--- src/hse_ram.sv ---
// Generic single-write, single-read RAM with registered read data.
module hse_ram #(
   parameter int unsigned DATA_W = 8,
   parameter int unsigned DEPTH  = 256
) (
   input  logic                     clock,
   input  logic                     wr_en,
   input  logic [$clog2(DEPTH)-1:0] wr_addr,
   input  logic [DATA_W-1:0]        wr_data,
   input  logic [$clog2(DEPTH)-1:0] rd_addr,
   output logic [DATA_W-1:0]        rd_data
);

   logic [DATA_W-1:0] mem_ff [DEPTH];
   logic [DATA_W-1:0] rd_data_ff;

   always_ff @(posedge clock) begin
      if (wr_en) begin
         mem_ff[wr_addr] <= wr_data;
      end
   end

   always_ff @(posedge clock) begin
      rd_data_ff <= mem_ff[rd_addr];
   end

   assign rd_data = rd_data_ff;

endmodule

--- config.mk ---
export PLATFORM = sky130hd
export DESIGN_NAME = hse_ram
export DESIGN_NICKNAME = d
export VERILOG_FILES = /design/src/hse_ram.sv
export SDC_FILE = /design/constraint.sdc
export NUM_CORES = 2
export LEC_CHECK = 0
export CAP_MARGIN = 0
export CORE_ASPECT_RATIO = 1.4
export CORE_MARGIN = 2
export CORE_UTILIZATION = 50
export DETAILED_ROUTE_END_ITERATION = 12
export DONT_BUFFER_PORTS = 1
export MAX_ROUTING_LAYER = met4
export PLACE_DENSITY = 0.71
export SLEW_MARGIN = 15
export SYNTH_ARGS = -nofsm -noshare
export SYNTH_HDL_FRONTEND = slang
export SYNTH_SLANG_ARGS = --single-unit
--- constraint.sdc ---
create_clock -name clock -period 3.07 [get_ports clock]
set_input_delay 0.307 -clock clock [delete_from_list [all_inputs] [get_ports clock]]
set_output_delay 0.307 -clock clock [all_outputs]
set_load 0.05 [all_outputs]
==> metrics.cfg <==
[layout]
regArea_um2=61700
fillers=11500
nNetsFinal=4029
area_delta_synth_final_pct=12.3
drive_gt1_share_pct=25.2
multi_input_area_um2=16500
fin_area_um2=89300

[synthesis]
synth_top_area_share_pct=77.3
yosysSeqAreaShare_pct=77.5
synth_fp_nets=3759
async_reset_ff_share_pct=0
syn_inst=3733
synth_area_um2=79600
ys_ff_latch=2056
synthFlopType=edfxtp_1
synthTopCellsByArea=edfxtp_1 (77%), mux4_2 (13%), mux2i_1 (1.7%)
synth_edf_count=2048
synth_area_leader_cell=edfxtp_1
ys_types=55
yosys_warnings=0
synth_most_common_cell=edfxtp_1
synth_common_cells=edfxtp_1 (2048), mux4_2 (454), nor2_1 (282)
syn_avg_cell_area_um2=21.3

[sta]
finalSetupViolCount=1
period_minus_slack_ns=3.39
hold_ws_ns=-0.375
fmax_ghz=0.295
tightest_slew_ns=1.81
rsz0062_at_grt=false
tns_ns=-0.318
fin_skew_ns=0.0300
slew_headroom_pct=-20.6
drv_slew=202
fin_ws_ns=-0.318
hold_violations=725
period_share_pct=110

[power]
p_leak_nw=27.9
powerDensity_nw_per_um2=618
vdd_drop_max_mv=0.472

[placed_design]
place_congestion=0.864
io_buffers=0
post_dp_cell_area_um2=83200
dp_hpwl_um=110000

[job]
cap_violations=0

[critical_path]
cp_slowest_stage_delay_ns=1.16
worstSetupPathType=in2reg
path_delay_family=simple AND/OR/NAND/NOR gates
crit_path_start_kind=input port
critPathBufInv=1
crit_required_ns=3.73
cp.arrival_ns=4.05
crit_chain=nor4b_1 > a21oi_1 > o211ai_1 > a21oi_1 > nor4_1 > buf_4 > nor4_1
crit_path_end_kind=register
path_max_fanout=446
slowest_stage=nor4b_1

[route]
drtPass1Iterations=6
drt_iter0_drc=4684
vias=39100
ant_nets=0
route.final.wire_length_um=194000
viasPerCell=6.26
drc=0
wl_per_cell_um=31.1

[grt]
grt_max_degree=579
grt_pass1_wl_um=275000
grt.total_usage_pct=24.3
antenna_found_initial=6
first_global_vias=39300
grt_overflow=0

[die]
die_x_um=341
core_um2=158000
start_util_pct=50.2
dieHeight_um=476
fp-row-count=173
die-area_um2=162000
io_pins=34

[clock_tree]
cts_buffer_depth=3
insertion_delay_ns=0.81
clockRootBuffer=clkbuf_16
cts_made_buffers=176
cts_setup_buffers=0
h-tree-depth=4
clk_pin_slew_ns=0.06
cts_tree=yes
cts.sink_count=2056

[min_path]
worst_hold_path_type=in2reg

[run_status]
failed_checks=negative hold slack, max-slew violations, negative setup slack
status=complete, but fails checks

layout by cell type (no fill, tap or decap), types with 3 or more instances in the layout:
cell           count
clkbuf_16        185
nor3_1            22
o32ai_1            4
o211ai_1          10
a221oi_1          13
mux2i_1          134
and2_1             6
bufinv_16         15
nor4_2             7
or2_2              4
o22ai_1           28
buf_4            292
nor2b_1           28
nand4_1           10
clkinv_2          31
mux4_2           454
dlygate4sd3_1      6
clkinv_1          46
nand2b_1           8
nor2_4             3
clkbuf_1          29
edfxtp_1        2048
buf_16            11
a21oi_1           96
nor4_1            20
a22oi_1          133
nand2_1           33
nor2_1           279
nand3_1           34
a211oi_1          16
clkinvlp_4        10
buf_12            10
clkinv_4           3
inv_6              6
dfxtp_1            8
a22o_1             8
o22a_1             5
clkinv_8           3
o221ai_1          46
o21ai_0           10
final cells by class:
cell class,instances,share of cell area [%]
sequential,2056,69.0
multi-input combinational,1442,18.5
clock buffer,209,5.15
timing repair buffer,325,3.25
tap,2100,2.94
clock inverter,115,1.15
inverter,2,0.00840
antenna,2,0.00560
logic make-up (layout without fill, tap and decap cells):
logic type | Yosys count | in the layout | share of synthesized area (%)
flip-flops | 2056 | 2056 | 77.5
buffers and inverters | 235 | 651 | 1.83
AO/OA/AOI/OAI | 385 | 385 | 3.42
other | 0 | 2 | 0
AND/OR/NAND/NOR | 466 | 466 | 2.63
multiplexers | 591 | 591 | 14.6
path summary, 6_finish.rpt:
| check | from | end | slack (ns) | cells past startpoint |
|---|---|---|---|---|
| min reg2reg | mem_ff[194][4] | rd_data[4] | 1.10 | 5 |
| max | rd_addr[1] | rd_data[4] | -0.32 | 7 |
| min | wr_data[3] | mem_ff[244][3] | -0.37 | 0 |
| max reg2reg | mem_ff[100][4] | rd_data[4] | 0.17 | 7 |
repair_timing:
action / in CTS / in global routing
endpoints found under the setup margin: 0 / 8
gates resized for setup: 0 / 2
hold buffers: 4 / 8
endpoints found under the hold margin: 2065 / 1706
per-stage QoR:
stage          instances  setup slack, ns  power, mW  hold WS [ns]  util (%)
4_1_cts             6230            0.330       54.9        -0.419      56.1
3_3_place_gp        5902           -0.349       33.4         0.442      52.5
6_report            6251           -0.318       55.2        -0.375      56.4
2_1_floorplan       3733            0.825       33.1         0.406         -
5_1_grt             6250           0.0113       56.5        -0.420      56.4
3_5_place_dp        5902           -0.189       33.4         0.436      52.5
state kept, by name, indices dropped and copies added (netlist names):
name / count
mem_ff: 2048
rd_data: 8
metal layers:
metal / track usage, % / vias up / wire length (µm)
li1: - / 16200 / -
met1: 29.4 / 20500 / 67900
met2: 41.2 / 2013 / 101000
met3: 4.39 / 371 / 17600
met4: 8.91 / 0 / 7740
met5: - / - / 0
worst reg2reg max path: cells and delay by family, from the launching register on:
kind                   cells  cell delay [ns]
muxes                      1             0.47
and+or+nand+nor            4             1.24
AOI/OAI and AO/OA          1             0.40
DFF                        1             0.39
buffers and inverters      1             0.24
report_power, final:
part | internal (mW) | leakage (nW) | switching [mW]
clock network | 12.0 | 2.73 | 9.88
logic | 0.981 | 6.65 | 1.28
registers | 30.9 | 18.5 | 0.125
(Power assumes the default switching activity.)
