File: src/hse_pkg.sv
// Shared constants and types of the histogram equalizer.
package hse_pkg;

   // Largest count a bin or the frame total may reach.
   localparam int unsigned MAX_FRAME_PIXELS = 4194304;

   // Width that holds every count from zero up to the frame maximum.
   localparam int unsigned CNT_W = $clog2(MAX_FRAME_PIXELS + 1);

   localparam int unsigned PIX_W    = 8;
   localparam int unsigned NUM_BINS = 1 << PIX_W;
   localparam int unsigned BIN_AW   = PIX_W;

   // Scaled cumulative count: (2^PIX_W - 1) * cum, with cum never above the total.
   localparam int unsigned NUM_W  = CNT_W + PIX_W;
   localparam int unsigned STEP_W = $clog2(PIX_W);

   typedef logic [CNT_W-1:0]  count_type;
   typedef logic [PIX_W-1:0]  pixel_type;
   typedef logic [BIN_AW-1:0] bin_addr_type;

   // Handshake between the sequencer and the divider.
   typedef struct packed {
      logic      start;
      count_type cum;
      count_type total;
   } div_req_type;

   typedef struct packed {
      logic      done;
      pixel_type quot;
   } div_rsp_type;

endpackage

File: src/hse_div.sv
// Restoring divider: one quotient bit per cycle of floor(255 * cum / total).
module hse_div (
   input  logic                clock,
   input  logic                reset,
   input  hse_pkg::div_req_type req,
   output hse_pkg::div_rsp_type rsp
);

   logic                       busy_ff, busy_in;
   logic [hse_pkg::STEP_W-1:0] step_ff, step_in;
   logic [hse_pkg::NUM_W-1:0]  rem_ff, rem_in;
   logic [hse_pkg::NUM_W-1:0]  den_ff, den_in;
   hse_pkg::pixel_type         quot_ff, quot_in;

   logic [hse_pkg::NUM_W:0]    trial;
   logic                       fits;
   logic [hse_pkg::NUM_W-1:0]  cum_wide;

   assign cum_wide = hse_pkg::NUM_W'(req.cum);
   assign trial    = {1'b0, rem_ff} - {1'b0, den_ff};
   assign fits     = !trial[hse_pkg::NUM_W];

   always_comb begin
      busy_in = busy_ff;
      step_in = step_ff;
      rem_in  = rem_ff;
      den_in  = den_ff;
      quot_in = quot_ff;
      if (req.start) begin
         busy_in = 1'b1;
         step_in = hse_pkg::STEP_W'(hse_pkg::PIX_W - 1);
         // times (2^PIX_W - 1) as shift and subtract
         rem_in  = (cum_wide << hse_pkg::PIX_W) - cum_wide;
         den_in  = hse_pkg::NUM_W'(req.total) << (hse_pkg::PIX_W - 1);
         quot_in = '0;
      end else if (busy_ff) begin
         if (fits) begin
            rem_in = trial[hse_pkg::NUM_W-1:0];
         end
         quot_in = {quot_ff[hse_pkg::PIX_W-2:0], fits};
         den_in  = den_ff >> 1;
         step_in = step_ff - 1'b1;
         if (step_ff == '0) begin
            busy_in = 1'b0;
         end
      end
   end

   always_ff @(posedge clock) begin
      if (reset) begin
         busy_ff <= 1'b0;
      end else begin
         busy_ff <= busy_in;
      end
   end

   always_ff @(posedge clock) begin
      step_ff <= step_in;
      rem_ff  <= rem_in;
      den_ff  <= den_in;
      quot_ff <= quot_in;
   end

   assign rsp.done = busy_ff && (step_ff == '0);
   assign rsp.quot = quot_in;

endmodule

File: config.mk
export PLATFORM = sky130hd
export DESIGN_NAME = hse_div
export DESIGN_NICKNAME = d
export VERILOG_FILES = /design/src/hse_pkg.sv /design/src/hse_div.sv
export SDC_FILE = /design/constraint.sdc
export NUM_CORES = 1
export LEC_CHECK = 0
export BUFFER_PORTS_ARGS = -buffer_cell sky130_fd_sc_hd__buf_2
export CORE_ASPECT_RATIO = 1.75
export CORE_UTILIZATION = 45
export CTS_CLUSTER_DIAMETER = 60
export DETAILED_ROUTE_END_ITERATION = 8
export GPL_ROUTABILITY_DRIVEN = 1
export MAX_ROUTING_LAYER = met4
export PLACE_DENSITY = 0.68
export SYNTH_ARGS = -nofsm -noshare
export SYNTH_HDL_FRONTEND = slang
export SYNTH_SLANG_ARGS = --single-unit
File: constraint.sdc
create_clock -name clock -period 8.65 [get_ports clock]
set_input_delay 0.865 -clock clock [delete_from_list [all_inputs] [get_ports clock]]
set_output_delay 0.865 -clock clock [all_outputs]
set_load 0.005 [all_outputs]
==> flow_metrics.tcl, run 1 <==
set metrics [dict create \
    std_cell_rows 54 \
    htreeDepth 3 \
    die_h_microns 153.0 \
    cts-root-buf "clkbuf_16" \
    reg2reg_setup_slack_ns 5.12 \
    reg2reg_to "rem_ff[17]$_DFFE_PP_" \
    num_io_pins 58 \
    status "finished, final reports clean" \
    grt_overflow 0 \
    worstHoldPathType "register to register" \
    drive_above_1_share_pct 13.88 \
    place_congestion 0.9663 \
    cts_tree "yes" \
    cp-end-kind "output port" \
    wirelength_mm 14.57 \
    whs_ns 0.4946 \
    grt_pass1_wl_mm 23.78 \
    worst_pin_slew_ns 1.028 \
    start_kind "register" \
    dieArea_sq_um 13510 \
    hold_depth 2 \
    port_buffers 57 \
    setup_viol 0 \
    p_per_area_nw_per_um2 267.2 \
    drc 0 \
    wl_per_cell_microns 16.67 \
    numCtsBuffers 9 \
    worstHoldStart "step_ff[0]$_SDFFE_PP1P_" \
    clockBufferDepth 2 \
    clock.fmax_mhz 254.4 \
    drv_cap 0 \
    yosys_warnings 0 \
    synth_most_common_cell "nand2_1" \
    path_class "register to output port" \
    post_cts_resized 0 \
    p_leak_nw 2.822 \
    vias_per_cell 5.716 \
    synth_top_area_share_pct 27.65 \
    first_pass_iters 7 \
    cts_setup_buffers 0 \
    antenna_found_initial 0 \
    num_antenna_cells 0 \
    synthCells 658 \
    arrival_ns 3.07 \
    start_util_pct 46.67 \
    slew_headroom_pct 31.29 \
    power_mw 1.746 \
    drt_iter0_markers 239 \
    chipWidth_microns 88.31 \
    synth-edff-count 54 \
    hold_viol 0 \
    fin_nets 799 \
    hold_buffers 0 \
    period_share_pct 45.44 \
    clock-sinks 73 \
    netlist-cell-type-count 79 \
    r2r_cells 11 \
    grt_pass1_vias 5095 \
    synthTopCellsByArea "edfxtp_1 (28%), ha_1 (10%), dfxtp_1 (6.5%), xnor2_1 (4.6%), nand2_1 (4.4%)" \
    crit_fanout 8 \
    yosysSeqAreaShare_pct 34.13 \
    dp_hpwl_mm 11.25 \
    async_flop_share_pct 0 \
    via_count 4996 \
    synth_top_area_cell "edfxtp_1" \
    synth-main-ff-cell "edfxtp_1" \
    r2r-start "den_ff[12]$_DFFE_PP_" \
    min_period_ns 3.930 \
    rsz0062_at_grt "false" \
    setup_tns_ns 0 \
    critPathRequiredTime_ns 7.79 \
    syn-num-nets 756 \
    grtUsageTotal_pct 22.96 \
    netlist_area_sq_um 5866 \
    syn_to_final_growth_pct 11.39 \
    clock_latency_ns 0.34 \
    synth.avg_cell_area_sq_um 8.914 \
    skew_ns 0.007216 \
    n_fill_cell 1254 \
    ys_seq_elements 73 \
    grt_max_degree 80 \
    maxSlewViolCount 0 \
    core_sq_um 12570 \
    ant_nets 0 \
    ir_drop_mv 0.08719 \
    whs_endpoint "step_ff[0]$_SDFFE_PP1P_" \
    synth_common_cells "nand2_1 (69), inv_1 (62), edfxtp_1 (54), ha_1 (48)" \
    path_clk_slew_ns 0.06 \
]
## critical path, cell delays in order, from the launching register on
cell and delay (ns):
edfxtp_1 0.34, inv_1 0.05, ha_1 0.44, a21oi_1 0.10, o21bai_1 0.31, or2b_1 0.14
or3b_1 0.35, o21ai_2 0.25, a21o_1 0.20, nand2_1 0.08, a311oi_2 0.30, buf_2 0.16
## routing by layer
metal	GRT usage, %	vias to the layer above	share of wire, %
met5	-	-	0
met4	10.22	0	3.4
met3	3.294	38	3.3
met2	39.45	136	52
met1	25.70	2356	42
li1	-	2466	-
## worst max path at each step
stage | from | end | slack (ns) | depth (start not counted)
after floorplan | rem_ff[17]$_DFFE_PP_ | rem_ff[0]$_DFFE_PP_ | 4.08 | 9
after CTS | den_ff[12]$_DFFE_PP_ | rsp[0] | 4.75 | 11
after detailed placement | den_ff[12]$_DFFE_PP_ | rsp[0] | 5.11 | 11
after global routing | den_ff[1]$_SDFFE_PP0P_ | rsp[0] | 4.53 | 11
final | den_ff[12]$_DFFE_PP_ | rsp[0] | 4.72 | 11
after global placement | den_ff[12]$_DFFE_PP_ | rsp[0] | 5.21 | 11
## final cells by class
cell class | instances | area, sq um | share of cell area (%)
Clock inverter | 3 | 22.52 | 0.3447
Tap cell | 168 | 210.2 | 3.217
Inverter | 63 | 236.5 | 3.619
Timing Repair Buffer | 60 | 310.3 | 4.749
Sequential cell | 73 | 2002 | 30.64
Clock buffer | 13 | 271.5 | 4.155
Multi-Input combinational cell | 494 | 3481 | 53.27
## per-stage QoR
step	setup WS (ns)	util (%)	area [sq um]	std cells
floorplan	4.083	-	5866	658
global placement	5.209	49.65	6240	858
detailed placement	5.115	49.65	6240	858
CTS	4.747	51.99	6534	874
global route	4.533	51.99	6534	874
finish	4.720	51.99	6534	874
## registers in the layout, indices dropped and copies added, names as in the netlist
register,count
busy_ff,1
den_ff,30
quot_ff,8
rem_ff,31
step_ff,3
## where the power goes
part	internal, mW	leakage [nW]	total (mW)	switching, mW
registers	0.481	0.707	0.511	0.0293
clock network	0.220	0.145	0.367	0.146
logic	0.350	1.97	0.869	0.519
total	1.05	2.82	1.75	0.694
## logic make-up (layout without fill, tap and decap cells)
logic type                 after synthesis  count (layout)  share of synthesized area (%)
muxes                                   20              20                          3.413
adders and majority gates               49              49                          10.58
xor gates and xnor gates                53              53                          7.914
AOI/OAI and AO/OA                      187             187                          22.04
DFF                                     73              73                          34.13
buffers and inverters                   91             139                          6.591
and+or+nand+nor                        185             185                          15.34
## placed cells by master, fill, tap and decap left out, types with 3 or more instances in the layout
cell type | Yosys | layout
o31ai_1 | 21 | 21
clkbuf_16 | 0 | 10
a22o_1 | 5 | 5
nor2b_1 | 3 | 3
mux2i_1 | 20 | 20
and3_1 | 4 | 4
nand3_1 | 9 | 9
nand2_1 | 69 | 69
buf_4 | 3 | 4
ha_1 | 48 | 48
nor4_1 | 4 | 4
a21o_1 | 19 | 19
a21boi_0 | 3 | 3
and2_1 | 4 | 4
o21ai_2 | 2 | 3
edfxtp_1 | 54 | 54
nor2_1 | 46 | 46
o21ai_0 | 39 | 38
a21oi_2 | 3 | 3
xnor2_1 | 31 | 31
a31oi_1 | 5 | 5
buf_2 | 2 | 56
inv_1 | 62 | 62
dfxtp_1 | 19 | 19
xor2_1 | 22 | 22
or3_1 | 4 | 4
nor3_1 | 8 | 8
nand4_1 | 10 | 10
a21oi_1 | 46 | 46
o21bai_1 | 4 | 4
nand2b_1 | 10 | 10
o21a_1 | 3 | 3
a41oi_1 | 3 | 3
(Power assumes the default switching activity.)
==> run 2, diff against run 1 <==
clock period = 3.9 ns   (was 8.65 ns; I/O delays follow)
==> flow_metrics.tcl, run 2 (synthesis results as in run 1) <==
set metrics [dict create \
    status "finished, final reports clean" \
    reg2reg_setup_slack_ns 0.73 \
    layout_common_cells "nand2_1 (69), inv_1 (62), buf_2 (56)" \
    grt_pass1_wl_mm 23.67 \
    first_pass_iters 5 \
    grt_pass1_vias 4980 \
    clockBufferDepth 2 \
    via_count 5020 \
    drt_iter0_markers 294 \
    hold_viol 0 \
    crit_chain "inv_1 -> ha_1 -> nor2b_1 -> o2111ai_1 -> a32oi_1 -> a211oi_2 -> o21ai_2 -> a21o_1 -> nand2_1 -> a311oi_2 -> buf_2" \
    crit_fanout 4 \
    startpoint "den_ff[1]$_SDFFE_PP0P_" \
    dpl-instance-area_sq_um 6247 \
    worst-path-buf-inv 2 \
    reg.largest.list "rem_ff (31), den_ff (30), quot_ff (8)" \
    num_io_pins 58 \
    path_depth 11 \
    r2r-start "rem_ff[0]$_DFFE_PP_" \
    slew_headroom_pct 53.84 \
    largest-register "rem_ff" \
    critPathRequiredTime_ns 3.51 \
    period_share_pct 88.99 \
    dieArea_sq_um 13510 \
    htreeDepth 3 \
    die_h_microns 153.0 \
    grtUsageTotal_pct 23.24 \
    start_util_pct 46.67 \
    chipWidth_microns 88.31 \
    worst_pin_slew_ns 0.6923 \
    grt_overflow 0 \
    cts_tree "yes" \
    clock_latency_ns 0.34 \
    wl_per_cell_microns 16.78 \
    ant_nets 0 \
    path_clk_slew_ns 0.06 \
    seq_power_share_pct 29.1 \
    crit_end "rsp[0]" \
    core_sq_um 12570 \
    setup_tns_ns 0 \
    p_per_area_nw_per_um2 593.5 \
    max_stage_delay_ns 0.49 \
    post_cts_resized 0 \
    antenna_found_initial 0 \
    stdcell_area_sq_um 6543 \
    drive_above_1_share_pct 14.14 \
    drc 0 \
    syn_to_final_growth_pct 11.54 \
    wirelength_mm 14.68 \
    clock-sinks 73 \
    numCtsBuffers 9 \
    reg2reg_to "rem_ff[28]$_DFFE_PP_" \
    vias_per_cell 5.737 \
    cts-root-buf "clkbuf_16" \
    switching_power_mw 1.526 \
    rsz0062_at_grt "false" \
    port_buffers 57 \
    clock.fmax_mhz 288.1 \
    fin_nets 800 \
    n_fill_cell 1219 \
    clkPwrFrac_pct 21.2 \
    arrival_ns 3.08 \
    layout_commonest_cell "nand2_1" \
    cts_setup_buffers 0 \
    worstHoldPathType "input pin to register" \
    cp-end-kind "output port" \
    drv_cap 0 \
    num_antenna_cells 0 \
    ir_drop_mv 0.2192 \
    grt_max_degree 72 \
    std_cell_rows 54 \
    r2r_cells 11 \
    dp_hpwl_mm 11.27 \
    cpMaxStageDelayCell "a32oi_1" \
    skew_ns 0.005223 \
    maxSlewViolCount 0 \
    swShare_pct 39.31 \
    comb_power_share_pct 49.6 \
    place_congestion 0.9462 \
    min_period_ns 3.471 \
    path_delay_family "compound AO/OA/AOI/OAI gates" \
    start_kind "register" \
    setup_viol 0 \
    path_class "register to output port" \
    p_int_mw 2.357 \
    p_leak_nw 2.832 \
    largest_reg_flops 31 \
    hold_buffers 0 \
]
-- run 2: cell types whose count changed in the layout (fill, tap and decap cells not counted) --
cell | previous run | this run
clkinv_2 | 1 | 2
bufinv_16 | 0 | 1
clkbuf_1 | 2 | 1
buf_4 | 4 | 5
clkbuf_16 | 10 | 9
clkinv_4 | 2 | 0
inv_4 | 0 | 2
-- run 2: cell type report --
type / count / area, sq um / share of cell area [%]
Timing Repair Buffer: 61 / 317.8 / 4.858
Inverter: 63 / 236.5 / 3.614
Clock buffer: 11 / 242.7 / 3.710
Sequential cell: 73 / 2002 / 30.60
Tap cell: 168 / 210.2 / 3.213
Clock inverter: 5 / 52.55 / 0.8032
Multi-Input combinational cell: 494 / 3481 / 53.20
-- run 2: worst min path at each step --
stage / start / end / slack [ns] / cells after the start
4_1_cts: reset / busy_ff$_SDFF_PP0_ / 0.20 / 2
5_1_grt: reset / busy_ff$_SDFF_PP0_ / 0.20 / 2
3_3_place_gp: step_ff[1]$_SDFFE_PP1P_ / step_ff[1]$_SDFFE_PP1P_ / 0.46 / 2
6_report: reset / busy_ff$_SDFF_PP0_ / 0.21 / 2
2_1_floorplan: step_ff[1]$_SDFFE_PP1P_ / step_ff[1]$_SDFFE_PP1P_ / 0.44 / 2
3_5_place_dp: step_ff[0]$_SDFFE_PP1P_ / step_ff[0]$_SDFFE_PP1P_ / 0.48 / 2
-- run 2: power by group through the flow --
stage | Clock, mW | Sequential (mW) | Combinational, mW
floorplan | 0 | 1.13 | 1.51
global placement | 0 | 1.14 | 1.85
detailed placement | 0 | 1.15 | 1.88
CTS | 0.843 | 1.13 | 1.90
global route | 0.873 | 1.15 | 2.13
finish | 0.825 | 1.13 | 1.93
-- run 2: stage by stage --
step | total power [mW] | hold WS [ns] | std cells | setup slack [ns] | util (%)
5_1_grt | 4.150 | 0.1990 | 875 | 0.2193 | 52.06
6_report | 3.883 | 0.2066 | 875 | 0.4294 | 52.06
2_1_floorplan | 2.638 | 0.4442 | 658 | 0.1713 | -
4_1_cts | 3.873 | 0.1952 | 875 | 0.4517 | 52.06
3_3_place_gp | 2.985 | 0.4571 | 859 | 0.9068 | 49.71
3_5_place_dp | 3.024 | 0.4815 | 859 | 0.8299 | 49.71
-- run 2: metal layers --
metal | vias up | global-route usage [%] | share of wire, %
met5 | - | - | 0
met4 | 0 | 9.063 | 2.4
met3 | 25 | 3.510 | 3.7
met2 | 143 | 39.93 | 52
met1 | 2381 | 26.47 | 42
li1 | 2471 | - | -
-- run 2: worst register-to-register path, cell delays in order (launching register included) --
cell	delay (ns)
edfxtp_1	0.32
inv_1	0.05
ha_1	0.23
fa_1	0.40
nand2b_1	0.22
a21oi_1	0.25
o21ai_1	0.16
a211oi_1	0.50
o41ai_2	0.21
a41oi_1	0.32
xnor2_1	0.16
mux2i_1	0.08
==> run 3, diff against run 2 <==
BUFFER_PORTS_ARGS = -buffer_cell sky130_fd_sc_hd__buf_4   (was -buffer_cell sky130_fd_sc_hd__buf_2)
==> flow_metrics.tcl, run 3 (synthesis results as in run 1) <==
set metrics [dict create \
    status "finished, final reports clean" \
    reg.largest.list "rem_ff (31), den_ff (30), quot_ff (8)" \
    r2r-start "den_ff[12]$_DFFE_PP_" \
    port_buffers 57 \
    dieArea_sq_um 13510 \
    htreeDepth 3 \
    first_pass_iters 5 \
    largest-register "rem_ff" \
    fin_nets 800 \
    grt_overflow 0 \
    critPathRequiredTime_ns 3.51 \
    antenna_found_initial 0 \
    grt_max_degree 75 \
    wl_per_cell_microns 16.65 \
    grtUsageMet1_pct 26.59 \
    worst_pin_slew_ns 0.7022 \
    clock-sinks 73 \
    std_cell_rows 54 \
    post-route-util_pct 53.18 \
    worst-path-buf-inv 2 \
    arrival_ns 3.03 \
    crit_chain "inv_1 -> ha_1 -> a21oi_1 -> o21bai_1 -> or2b_1 -> or3b_1 -> o21ai_2 -> a21o_1 -> nand2_1 -> a311oi_2 -> buf_4" \
    hold_buffers 0 \
    period_share_pct 87.73 \
    use_met3_pct 2.538 \
    syn_to_final_growth_pct 13.93 \
    num_io_pins 58 \
    grtUsageTotal_pct 23.34 \
    place_congestion 0.9464 \
    drv_cap 0 \
    crit_fanout 8 \
    rsz0062_at_grt "false" \
    clockBufferDepth 2 \
    drc 0 \
    cts_tree "yes" \
    maxSlewViolCount 0 \
    p_leak_nw 2.870 \
    skew_ns 0.007112 \
    cts-root-buf "clkbuf_16" \
    grt_pass1_wl_mm 24.03 \
    grt_util_met2_pct 39.74 \
    clock.fmax_mhz 292.3 \
    cts_setup_buffers 0 \
    path_class "register to output port" \
    layout_common_cells "nand2_1 (69), inv_1 (62), buf_4 (61)" \
    cpMaxStageDelayCell "ha_1" \
    drive_above_1_share_pct 14.00 \
    clock_latency_ns 0.34 \
    ant_nets 0 \
    via_count 4981 \
    drt_iter0_markers 254 \
    min_period_ns 3.422 \
    start_kind "register" \
    largest_reg_flops 31 \
    num_antenna_cells 0 \
    cp-end-kind "output port" \
    layout_commonest_cell "nand2_1" \
    path_delay_family "compound AO/OA/AOI/OAI gates" \
    worstHoldPathType "input pin to register" \
    post_cts_resized 0 \
    startpoint "den_ff[12]$_DFFE_PP_" \
    setup_tns_ns 0 \
    core_sq_um 12570 \
    start_util_pct 46.67 \
    ir_drop_mv 0.2247 \
    slew_headroom_pct 53.19 \
    grt.busiest_layer "met2" \
    grt_pass1_vias 5109 \
    wirelength_mm 14.57 \
    p_per_area_nw_per_um2 580.1 \
    chipWidth_microns 88.31 \
    setup_viol 0 \
    vias_per_cell 5.693 \
    hold_viol 0 \
    max_stage_delay_ns 0.43 \
    numCtsBuffers 9 \
    die_h_microns 153.0 \
    worstHoldStart "reset" \
    path_clk_slew_ns 0.06 \
    dp_hpwl_mm 11.33 \
]
[run 3: cell types whose count changed in the layout (fill, tap and decap cells not counted)]
| cell | delta |
|---|---|
| clkbuf_8 | +1 |
| inv_4 | -2 |
| clkbuf_1 | +1 |
| clkbuf_16 | +1 |
| bufinv_16 | -1 |
| buf_2 | -56 |
| buf_4 | +56 |
[run 3: path summary, 6_finish.rpt]
kind              cells past startpoint  slack (ns)                      end
hold reg to reg                       2        0.48  step_ff[1]$_SDFFE_PP1P_
setup / recovery                     11        0.48                   rsp[0]
hold / removal                        2        0.21       busy_ff$_SDFF_PP0_
setup reg to reg                     11        0.76     rem_ff[10]$_DFFE_PP_
[run 3: power breakdown]
| part | switching, mW | leakage (nW) | total, mW | internal [mW] |
|---|---|---|---|---|
| Combinational | 1.14 | 2.01 | 1.94 | 0.793 |
| Clock | 0.308 | 0.148 | 0.810 | 0.502 |
| Sequential | 0.0624 | 0.707 | 1.13 | 1.07 |
| Total | 1.51 | 2.87 | 3.88 | 2.36 |
[run 3: cell type report]
type	instances	area, sq um
Sequential cell	73	2002
Timing Repair Buffer	61	457.9
Inverter	63	236.5
Clock inverter	2	10.01
Clock buffer	14	285.3
Fill cell	1207	5884
Multi-Input combinational cell	494	3481
Tap cell	168	210.2
[run 3: stage by stage]
step	instances	instance area (sq um)	hold slack, ns	worst slack, ns	total power [mW]
after global routing	875	6683	0.2109	0.2900	4.155
final	875	6683	0.2125	0.4784	3.876
after detailed placement	859	6387	0.4677	0.7839	3.047
after CTS	875	6683	0.2104	0.4914	3.878
after floorplan	658	5866	0.4442	0.1713	2.638
after global placement	859	6387	0.4570	0.8776	3.006
[run 3: per-layer routing]
| metal | vias up | share of wire, % |
|---|---|---|
| met5 | - | 0 |
| met2 | 133 | 52 |
| li1 | 2468 | - |
| met1 | 2347 | 42 |
| met4 | 0 | 3.1 |
| met3 | 33 | 2.9 |
[run 3: worst reg2reg max path, cell delays in order (launching register included)]
cell      delay [ns]
edfxtp_1        0.36
inv_1           0.05
ha_1            0.43
a21oi_1         0.11
o21bai_1        0.28
or2b_1          0.15
or3b_1          0.35
o21ai_2         0.23
a21o_1          0.20
nor3_1          0.06
o21ai_2         0.14
buf_4           0.41
